**src/rtl/phs_pkg.sv**
```systemverilog
// Shared types and constants for the periodic hook scheduler.
// Standalone package; used by every module in rtl/.
`default_nettype none

package phs_pkg;

	localparam int MAX_SLOTS_DEF = 16;
	localparam int MAX_RESULTS   = 16;
	localparam int NRES_W        = $clog2(MAX_RESULTS + 1);
	localparam int S_DATA_W      = 48;
	localparam int M_DATA_W      = 16;

	localparam logic signed [15:0] COUNT_MIN = 16'sh8000;

	typedef enum logic [1:0] {
		CMD_TICK = 2'd0,
		CMD_POLL = 2'd1,
		CMD_REG  = 2'd2,
		CMD_NONE = 2'd3
	} cmd_t;

	// one timer channel
	typedef struct packed {
		logic [14:0]        period;
		logic signed [15:0] count;
		logic               enabled;
		logic               looped;
		logic               on_tick;
		logic [7:0]         ident;
	} slot_t;

	typedef struct packed {
		logic rotate;
		logic insert;
	} cell_ctrl_t;

	typedef struct packed {
		logic fire;
		logic warn;
		logic err;
	} fire_info_t;

endpackage

`default_nettype wire

```
**src/rtl/phs_cell.sv**
```systemverilog
// One channel slot of the scheduler chain: holds, rotates toward slot 0, or
// takes part in a sorted insert. Depends on phs_pkg.
`default_nettype none

module phs_cell import phs_pkg::*; #(
	parameter int MAX_SLOTS = MAX_SLOTS_DEF,
	parameter int IDX       = 0
) (
	input  wire logic                           clk,
	input  wire cell_ctrl_t                     ctrl,
	input  wire logic [$clog2(MAX_SLOTS+1)-1:0] used,
	input  wire slot_t                          new_slot,
	input  wire slot_t                          left_slot,
	input  wire logic                           left_ins,
	input  wire slot_t                          right_slot,
	input  wire slot_t                          tail_slot,
	output slot_t                               slot,
	output logic                                ins_here
);

	localparam int UW = $clog2(MAX_SLOTS + 1);

	slot_t slot_q;
	logic  is_tail;

	// insert position: first slot whose period is strictly larger, or the free end
	assign ins_here = (UW'(IDX) >= used) || (slot_q.period > new_slot.period);
	assign is_tail  = (UW'(IDX + 1) == used);
	assign slot     = slot_q;

	always_ff @(posedge clk) begin
		priority if (ctrl.rotate) begin
			slot_q <= is_tail ? tail_slot : right_slot;
		end else if (ctrl.insert && ins_here) begin
			slot_q <= left_ins ? left_slot : new_slot;
		end
	end

endmodule

`default_nettype wire

```
**src/rtl/phs_update.sv**
```systemverilog
// Check-and-reload unit applied to the slot leaving the head of the chain.
// Depends on phs_pkg.
`default_nettype none

module phs_update import phs_pkg::*; (
	input  wire slot_t      head,
	input  wire logic       is_tick,
	output slot_t           nxt,
	output fire_info_t      info
);

	logic signed [15:0] c;
	logic               check;

	always_comb begin
		nxt  = head;
		info = '0;
		c    = head.count;
		if (is_tick && head.enabled && (c != COUNT_MIN)) begin
			c = c - 16'sd1;
		end
		check = is_tick ? head.on_tick : head.enabled;
		if (check && (c <= 16'sd0)) begin
			info.fire = 1'b1;
			info.warn = (c < 16'sd0);
			if (!head.looped) begin
				nxt.enabled = 1'b0;
			end
			// count <= 0 and period < 2^15, so the sum stays in range
			c        = c + $signed({1'b0, head.period});
			info.err = (c < 16'sd0);
		end
		nxt.count = c;
	end

endmodule

`default_nettype wire

```
**src/rtl/periodic_hook_scheduler.sv**
```systemverilog
// Periodic hook scheduler: a register transaction is answered in the cycle after acceptance.
// A tick or poll rotates the whole channel chain once through the head update unit,
// one slot per cycle while m_tready does not stall the output, then a closing state.
// A register insert is written into the chain when it is accepted, with no walk.
// Reset (arst_n low) empties the table and the output; slot contents are not cleared.
// Depends on phs_pkg, phs_cell, phs_update.
`default_nettype none

module periodic_hook_scheduler import phs_pkg::*; #(
	parameter int MAX_SLOTS = MAX_SLOTS_DEF
) (
	input  wire logic                clk,
	input  wire logic                arst_n,
	input  wire logic                s_tvalid,
	output logic                     s_tready,
	// [7:0] new_id, [22:8] new_period, [37:23] new_count, [38] new_looped,
	// [39] new_on_tick, [40] new_enabled, [47:41] zero
	input  wire logic [S_DATA_W-1:0] s_tdata,
	// [1:0] command
	input  wire logic [1:0]          s_tuser,
	output logic                     m_tvalid,
	input  wire logic                m_tready,
	// [7:0] fired_id, [8] fired, [9] late_warning, [10] overrun_error,
	// [11] table_full, [15:12] zero
	output logic [M_DATA_W-1:0]      m_tdata,
	output logic                     m_tlast
);

	localparam int UW = $clog2(MAX_SLOTS + 1);

	typedef enum logic [2:0] {
		ST_IDLE = 3'b001,
		ST_WALK = 3'b010,
		ST_FIN  = 3'b100
	} state_t;

	state_t            state_q;
	logic [UW-1:0]     used_q;
	logic [UW-1:0]     step_q;
	logic              tick_q;
	logic [NRES_W-1:0] nres_q;

	logic              pend_v_q;
	logic [7:0]        pend_id_q;
	logic              pend_warn_q;
	logic              pend_err_q;

	logic              m_tvalid_q;
	logic [7:0]        o_id_q;
	logic              o_fired_q;
	logic              o_warn_q;
	logic              o_err_q;
	logic              o_full_q;
	logic              o_last_q;

	cmd_t        cmd;
	slot_t       new_slot;
	slot_t       chain [MAX_SLOTS];
	logic        ins_chain [MAX_SLOTS];
	slot_t       head_nxt;
	fire_info_t  info;
	cell_ctrl_t  ctrl;

	logic out_free, acc, step, rec, full, last_step;
	logic load_out;
	logic [7:0] ld_id;
	logic ld_fired, ld_warn, ld_err, ld_full, ld_last;

	assign cmd              = cmd_t'(s_tuser);
	assign new_slot.ident   = s_tdata[7:0];
	assign new_slot.period  = s_tdata[22:8];
	assign new_slot.count   = $signed({1'b0, s_tdata[37:23]});
	assign new_slot.looped  = s_tdata[38];
	assign new_slot.on_tick = s_tdata[39];
	assign new_slot.enabled = s_tdata[40];

	assign out_free  = !m_tvalid_q || m_tready;
	assign s_tready  = (state_q == ST_IDLE) && out_free;
	assign acc       = s_tvalid && s_tready;
	assign full      = (used_q == UW'(MAX_SLOTS));
	assign step      = (state_q == ST_WALK) && out_free;
	assign last_step = (step_q == used_q - UW'(1));
	assign rec       = step && info.fire && (nres_q < NRES_W'(MAX_RESULTS));

	assign ctrl.rotate = step;
	assign ctrl.insert = acc && (cmd == CMD_REG) && !full;

	for (genvar i = 0; i < MAX_SLOTS; i++) begin : g_cell
		slot_t left_s, right_s;
		logic  left_i;
		if (i == 0) begin : g_first
			assign left_s = new_slot;
			assign left_i = 1'b0;
		end else begin : g_mid
			assign left_s = chain[i-1];
			assign left_i = ins_chain[i-1];
		end
		if (i == MAX_SLOTS - 1) begin : g_last
			assign right_s = head_nxt;
		end else begin : g_inner
			assign right_s = chain[i+1];
		end
		phs_cell #(
			.MAX_SLOTS(MAX_SLOTS),
			.IDX      (i)
		) u_cell (
			.clk       (clk),
			.ctrl      (ctrl),
			.used      (used_q),
			.new_slot  (new_slot),
			.left_slot (left_s),
			.left_ins  (left_i),
			.right_slot(right_s),
			.tail_slot (head_nxt),
			.slot      (chain[i]),
			.ins_here  (ins_chain[i])
		);
	end

	phs_update u_update (
		.head   (chain[0]),
		.is_tick(tick_q),
		.nxt    (head_nxt),
		.info   (info)
	);

	// what goes into the output register this cycle
	always_comb begin
		load_out = 1'b0;
		ld_id    = '0;
		ld_fired = 1'b0;
		ld_warn  = 1'b0;
		ld_err   = 1'b0;
		ld_full  = 1'b0;
		ld_last  = 1'b0;
		unique case (state_q)
			ST_IDLE: begin
				if (acc && !(((cmd == CMD_TICK) || (cmd == CMD_POLL)) && (used_q != '0))) begin
					load_out = 1'b1;
					ld_full  = (cmd == CMD_REG) && full;
					ld_last  = 1'b1;
				end
			end
			ST_WALK: begin
				// a held result goes out once a later one proves it is not the last
				if (rec && pend_v_q) begin
					load_out = 1'b1;
					ld_id    = pend_id_q;
					ld_fired = 1'b1;
					ld_warn  = pend_warn_q;
					ld_err   = pend_err_q;
				end
			end
			ST_FIN: begin
				if (out_free) begin
					load_out = 1'b1;
					ld_id    = pend_v_q ? pend_id_q : 8'd0;
					ld_fired = pend_v_q;
					ld_warn  = pend_v_q && pend_warn_q;
					ld_err   = pend_v_q && pend_err_q;
					ld_last  = 1'b1;
				end
			end
			default: begin
				load_out = 1'b0;
			end
		endcase
	end

	always_ff @(posedge clk or negedge arst_n) begin
		if (!arst_n) begin
			state_q    <= ST_IDLE;
			used_q     <= '0;
			step_q     <= '0;
			tick_q     <= 1'b0;
			nres_q     <= '0;
			pend_v_q   <= 1'b0;
			m_tvalid_q <= 1'b0;
		end else begin
			if (load_out) begin
				m_tvalid_q <= 1'b1;
			end else if (m_tready) begin
				m_tvalid_q <= 1'b0;
			end
			unique case (state_q)
				ST_IDLE: begin
					if (ctrl.insert) begin
						used_q <= used_q + UW'(1);
					end
					if (acc && ((cmd == CMD_TICK) || (cmd == CMD_POLL)) && (used_q != '0)) begin
						state_q  <= ST_WALK;
						tick_q   <= (cmd == CMD_TICK);
						step_q   <= '0;
						nres_q   <= '0;
						pend_v_q <= 1'b0;
					end
				end
				ST_WALK: begin
					if (step) begin
						step_q <= step_q + UW'(1);
						if (rec) begin
							pend_v_q <= 1'b1;
							nres_q   <= nres_q + NRES_W'(1);
						end
						if (last_step) begin
							state_q <= ST_FIN;
						end
					end
				end
				ST_FIN: begin
					if (out_free) begin
						state_q  <= ST_IDLE;
						pend_v_q <= 1'b0;
					end
				end
				default: begin
					state_q <= ST_IDLE;
				end
			endcase
		end
	end

	always_ff @(posedge clk) begin
		if (rec) begin
			pend_id_q   <= chain[0].ident;
			pend_warn_q <= info.warn;
			pend_err_q  <= info.err;
		end
		if (load_out) begin
			o_id_q    <= ld_id;
			o_fired_q <= ld_fired;
			o_warn_q  <= ld_warn;
			o_err_q   <= ld_err;
			o_full_q  <= ld_full;
			o_last_q  <= ld_last;
		end
	end

	assign m_tvalid = m_tvalid_q;
	assign m_tlast  = o_last_q;
	assign m_tdata  = {4'd0, o_full_q, o_err_q, o_warn_q, o_fired_q, o_id_q};

	a_used_range: assert property (@(posedge clk) disable iff (!arst_n)
		used_q <= UW'(MAX_SLOTS))
		else $error("channel count beyond table size");

	a_walk_nonempty: assert property (@(posedge clk) disable iff (!arst_n)
		(state_q == ST_WALK) |-> (used_q != '0) && (step_q < used_q))
		else $error("walk on empty table or past its end");

	a_pend_counted: assert property (@(posedge clk) disable iff (!arst_n)
		pend_v_q |-> (nres_q != '0) && (nres_q <= NRES_W'(MAX_RESULTS)))
		else $error("held result without a result count");

	a_fin_closes: assert property (@(posedge clk) disable iff (!arst_n)
		(state_q == ST_FIN) && out_free |=> m_tvalid && m_tlast)
		else $error("walk ended without a closing result");

endmodule

`default_nettype wire
```
**config.mk**
```make
export PLATFORM = sky130hd
export DESIGN_NAME = periodic_hook_scheduler
export DESIGN_NICKNAME = d
export VERILOG_FILES = /design/src/rtl/phs_pkg.sv /design/src/rtl/phs_cell.sv /design/src/rtl/phs_update.sv /design/src/rtl/periodic_hook_scheduler.sv
export SDC_FILE = /design/constraint.sdc
export NUM_CORES = 2
export LEC_CHECK = 0
export ABC_CLOCK_PERIOD_IN_PS = 7200
export CELL_PAD_IN_SITES_DETAIL_PLACEMENT = 2
export CELL_PAD_IN_SITES_GLOBAL_PLACEMENT = 2
export CORE_ASPECT_RATIO = 1.4
export CORE_MARGIN = 4
export CORE_UTILIZATION = 42
export DETAILED_ROUTE_END_ITERATION = 10
export DONT_BUFFER_PORTS = 1
export PLACE_DENSITY_LB_ADDON = 0.1
export SYNTH_ARGS = -nofsm -noshare
export SYNTH_HDL_FRONTEND = slang
export SYNTH_SLANG_ARGS = --single-unit
export TNS_END_PERCENT = 30
```
**constraint.sdc**
```tcl
create_clock -name clk -period 7.2 [get_ports clk]
set_input_delay 1.44 -clock clk [delete_from_list [all_inputs] [get_ports clk]]
set_output_delay 1.44 -clock clk [all_outputs]
set_load 0.01 [all_outputs]
```
==> results.py <==
metrics = {
    "critical_path": {
        "critical-path-top-delay-family": "simple AND/OR/NAND/NOR gates",
        "cp.arrival_ns": 6.08,
        "worstSetupStartpointType": "flip-flop",
        "crit_slowest_cell": "or4_1",
        "worstSetupPathType": "flip-flop to flip-flop",
        "crit_buf_inv": 2,
        "cp_num_cells": 16,
        "cp.required_ns": 7.61,
        "ff2ff_path_depth": 16,
        "cp_cell_sequence": "or4_1 -> nor4_1 -> a21oi_1 -> xnor2_1 -> ha_1 -> inv_1 -> fa_1 -> nor2b_1 -> o31a_1 -> o21ai_0 -> a311o_1 -> a211oi_1 -> a31oi_1 -> buf_4 -> nand2_1 -> o21ai_0",
        "critPathMaxFanout": 11,
        "slowest_delay_ns": 0.77,
        "cp-end-kind": "flip-flop",
        "cp_common_cell": "o21ai_0",
    },
    "global_route": {
        "grt_pass1_wl_um": 328000,
        "grt_use_met3_pct": 5.32,
        "grt_max_degree": 156,
        "grt_pass1_vias": 48100,
        "antenna_found_initial": 4,
        "grt_overflow": 0,
        "grt_util_met1_pct": 41.2,
        "track_usage_pct": 37.0,
        "met2_usage_pct": 65.2,
        "grt_most_used_layer": "met2",
    },
    "floorplanning": {
        "die_w_um": 295,
        "rows": 147,
        "die_h_um": 410,
        "core_um2": 115000,
        "dieArea_um2": 121000,
        "num_io_pins": 73,
        "initial_utilization_pct": 42.2,
    },
    "cells_and_area": {
        "layout_commonest_cell": "nand2_1",
        "final_nets": 5334,
        "final_cell_area_um2": 52800,
        "fin_cells": 6569,
        "mostFrequentLayoutCells": "802 x nand2_1, 695 x edfxtp_1, 561 x a21oi_1, 401 x nor2_1, 309 x mux2i_1",
        "drive_above_1_share_pct": 9.49,
        "syn2layout_area_growth_pct": 9.12,
    },
    "clock_network": {
        "post_cts_buffers": 0,
        "cts-root-buf": "clkbuf_16",
        "cts_hold_buffers": 0,
        "clock_latency_ns": 0.69,
        "cts_buffers": 81,
        "tritoncts": "done",
        "cts_buffer_depth": 3,
        "clkTransAtPathRegs_ns": 0.07,
        "ctsResizeCount": 0,
        "htreeDepth": 3,
        "clock_sinks": 716,
    },
    "logic_synthesis": {
        "netlist_area_um2": 48400,
        "yosys-top-cells-area": "edfxtp_1 43%, ha_1 6.8%, mux2i_1 6.4%, nand2_1 6.3%, a21oi_1 5.9%",
        "yosys_warnings": 0,
        "ys_seq_area_share_pct": 44.2,
        "yosys.area.top_type": "edfxtp_1",
        "synth.distinct_cells": 87,
        "synthFlopType": "edfxtp_1",
        "async_flop_share_pct": 2.93,
        "synthCells": 5223,
        "syn_avg_cell_area_um2": 9.26,
        "synth_edf_count": 695,
        "synth_top_area_share_pct": 43.1,
        "ys_ff_latch": 716,
    },
    "route": {
        "first_pass_iters": 5,
        "antenna_left": 0,
        "drt_iter0_drc": 3696,
        "via_per_inst": 6.80,
        "wirelength_um": 229000,
        "via_count": 44700,
        "drc": 0,
        "wire_per_inst_um": 34.9,
    },
    "placement": {
        "port_buffers": 0,
        "dp.cells": 6423,
        "gp_congestion": 0.956,
        "dp_hpwl_um": 152000,
        "placed_cell_area_um2": 50300,
    },
    "timing": {
        "tightestPinTransition_ns": 1.16,
        "period_needed_ns": 5.67,
        "period_share_pct": 78.8,
        "fmax_mhz": 176,
        "slew_viol_final": 0,
        "fin_worst_skew_ns": 0.0236,
        "setup_viol": 0,
        "hold_viol": 0,
        "relSlewSlack_pct": 22.4,
        "rsz0062_at_grt": "no",
        "fin_hold_ws_ns": 0.443,
    },
    "hold_path": {
        "min_path_type": "primary input to asynchronous set/reset pin",
    },
    "power": {
        "peakVddDrop_uv": 224,
        "cellLeakagePower_uw": 0.0207,
        "p_per_area_nw_per_um2": 361,
    },
    "outcome": {
        "status": "finished clean",
    },
    "run": {
        "maxCapViolations": 0,
    },
}
-- path summary, 6_finish.rpt --
check	to	slack [ns]	start
max	g_cell[0].u_cell.slot[25]$_DFFE_PP_	1.53	g_cell[0].u_cell.slot[17]$_DFFE_PP_
min reg2reg	nres_q[3]$_DFFE_PN0P_	0.50	nres_q[3]$_DFFE_PN0P_
min	step_q[2]$_DFFE_PN0P_	0.44	arst_n
max reg2reg	g_cell[0].u_cell.slot[25]$_DFFE_PP_	1.53	g_cell[0].u_cell.slot[17]$_DFFE_PP_
min in group clk	nres_q[3]$_DFFE_PN0P_	0.50	nres_q[3]$_DFFE_PN0P_
max in group asynchronous	state_q[0]$_DFFE_PN1P_	6.58	arst_n
-- layout make-up --
class / count / area [um^2]
Inverter: 90 / 338
Sequential cell: 716 / 21400
Clock buffer: 115 / 2270
Antenna cell: 1 / 2.50
Fill cell: 12200 / 61800
Multi-Input combinational cell: 3966 / 25300
Timing Repair Buffer: 161 / 1320
Clock inverter: 30 / 260
Tap cell: 1490 / 1860
-- cell usage after synthesis (all sizes together), types with 51 or more instances --
cell type / instances
mux2: 120
o21ai: 203
a31oi: 177
a21oi: 567
a211oi: 147
edfxtp: 695
inv: 76
nand2: 817
buf: 55
mux2i: 309
nand3: 84
ha: 263
clkbuf: 399
and3: 222
a21o: 51
o22ai: 159
nor2: 404
-- where the power goes --
part	switching, uW	leakage [uW]	internal, uW	total, uW
clock network	1920	0.00124	2310	4220
registers	557	0.00662	5890	6440
logic	5740	0.0128	2650	8380
total	8210	0.0207	10800	19100
-- flip-flops by register name (all words and copies together), names as in the netlist --
| name | flops |
|---|---|
| g_cell.u_cell.slot | 672 |
| m_tlast | 1 |
| m_tvalid | 1 |
| nres_q | 5 |
| o_err_q | 1 |
| o_fired_q | 1 |
| o_full_q | 1 |
| o_id_q | 8 |
| o_warn_q | 1 |
| pend_err_q | 1 |
| pend_id_q | 8 |
| pend_v_q | 1 |
| pend_warn_q | 1 |
| state_q | 3 |
| step_q | 5 |
| tick_q | 1 |
| used_q | 5 |
-- through the flow --
step / power, uW / TNS [ns] / utilization, % / setup WS (ns)
finish: 19100 / 0 / 46.1 / 1.53
detailed placement: 14700 / 0 / 43.9 / 1.52
global route: 19800 / 0 / 46.1 / 1.31
CTS: 18900 / 0 / 46.1 / 1.56
global placement: 14300 / 0 / 43.9 / 1.62
floorplan: 11300 / -21.11 / - / -0.193
-- worst register-to-register path: stages, from the launching register on --
cell and delay [ns]:
edfxtp_1 0.53, or4_1 0.77, nor4_1 0.50, a21oi_1 0.25, xnor2_1 0.46, ha_1 0.28, inv_1 0.07, fa_1 0.44
nor2b_1 0.25, o31a_1 0.18, o21ai_0 0.17, a311o_1 0.43, a211oi_1 0.22, a31oi_1 0.09, buf_4 0.19, nand2_1 0.41
o21ai_0 0.18
-- per-layer routing --
metal	vias to the layer above	part of all wire [%]	routed length, um
met3	712	5.9	13400
met1	23300	36	82600
met4	2	8.2	18700
met5	-	0.0052	12
li1	19000	-	-
met2	1664	50	114000
-- cell families (layout without fill, tap and decap cells) --
group                    count (synthesis)  count (layout)  synth area share (%)
AND/OR/NAND/NOR                       1760            1760                  16.3
AO/OA/AOI/OAI                         1481            1481                  18.5
flip-flops                             716             716                  44.2
buffers and inverters                  544             396                  4.36
multiplexers                           429             429                  9.19
adder cells (fa/ha/maj)                264             264                  6.84
XOR/XNOR                                28              28                 0.523
other                                    1               5               0.00775
Power figures use the tool's default switching activity.
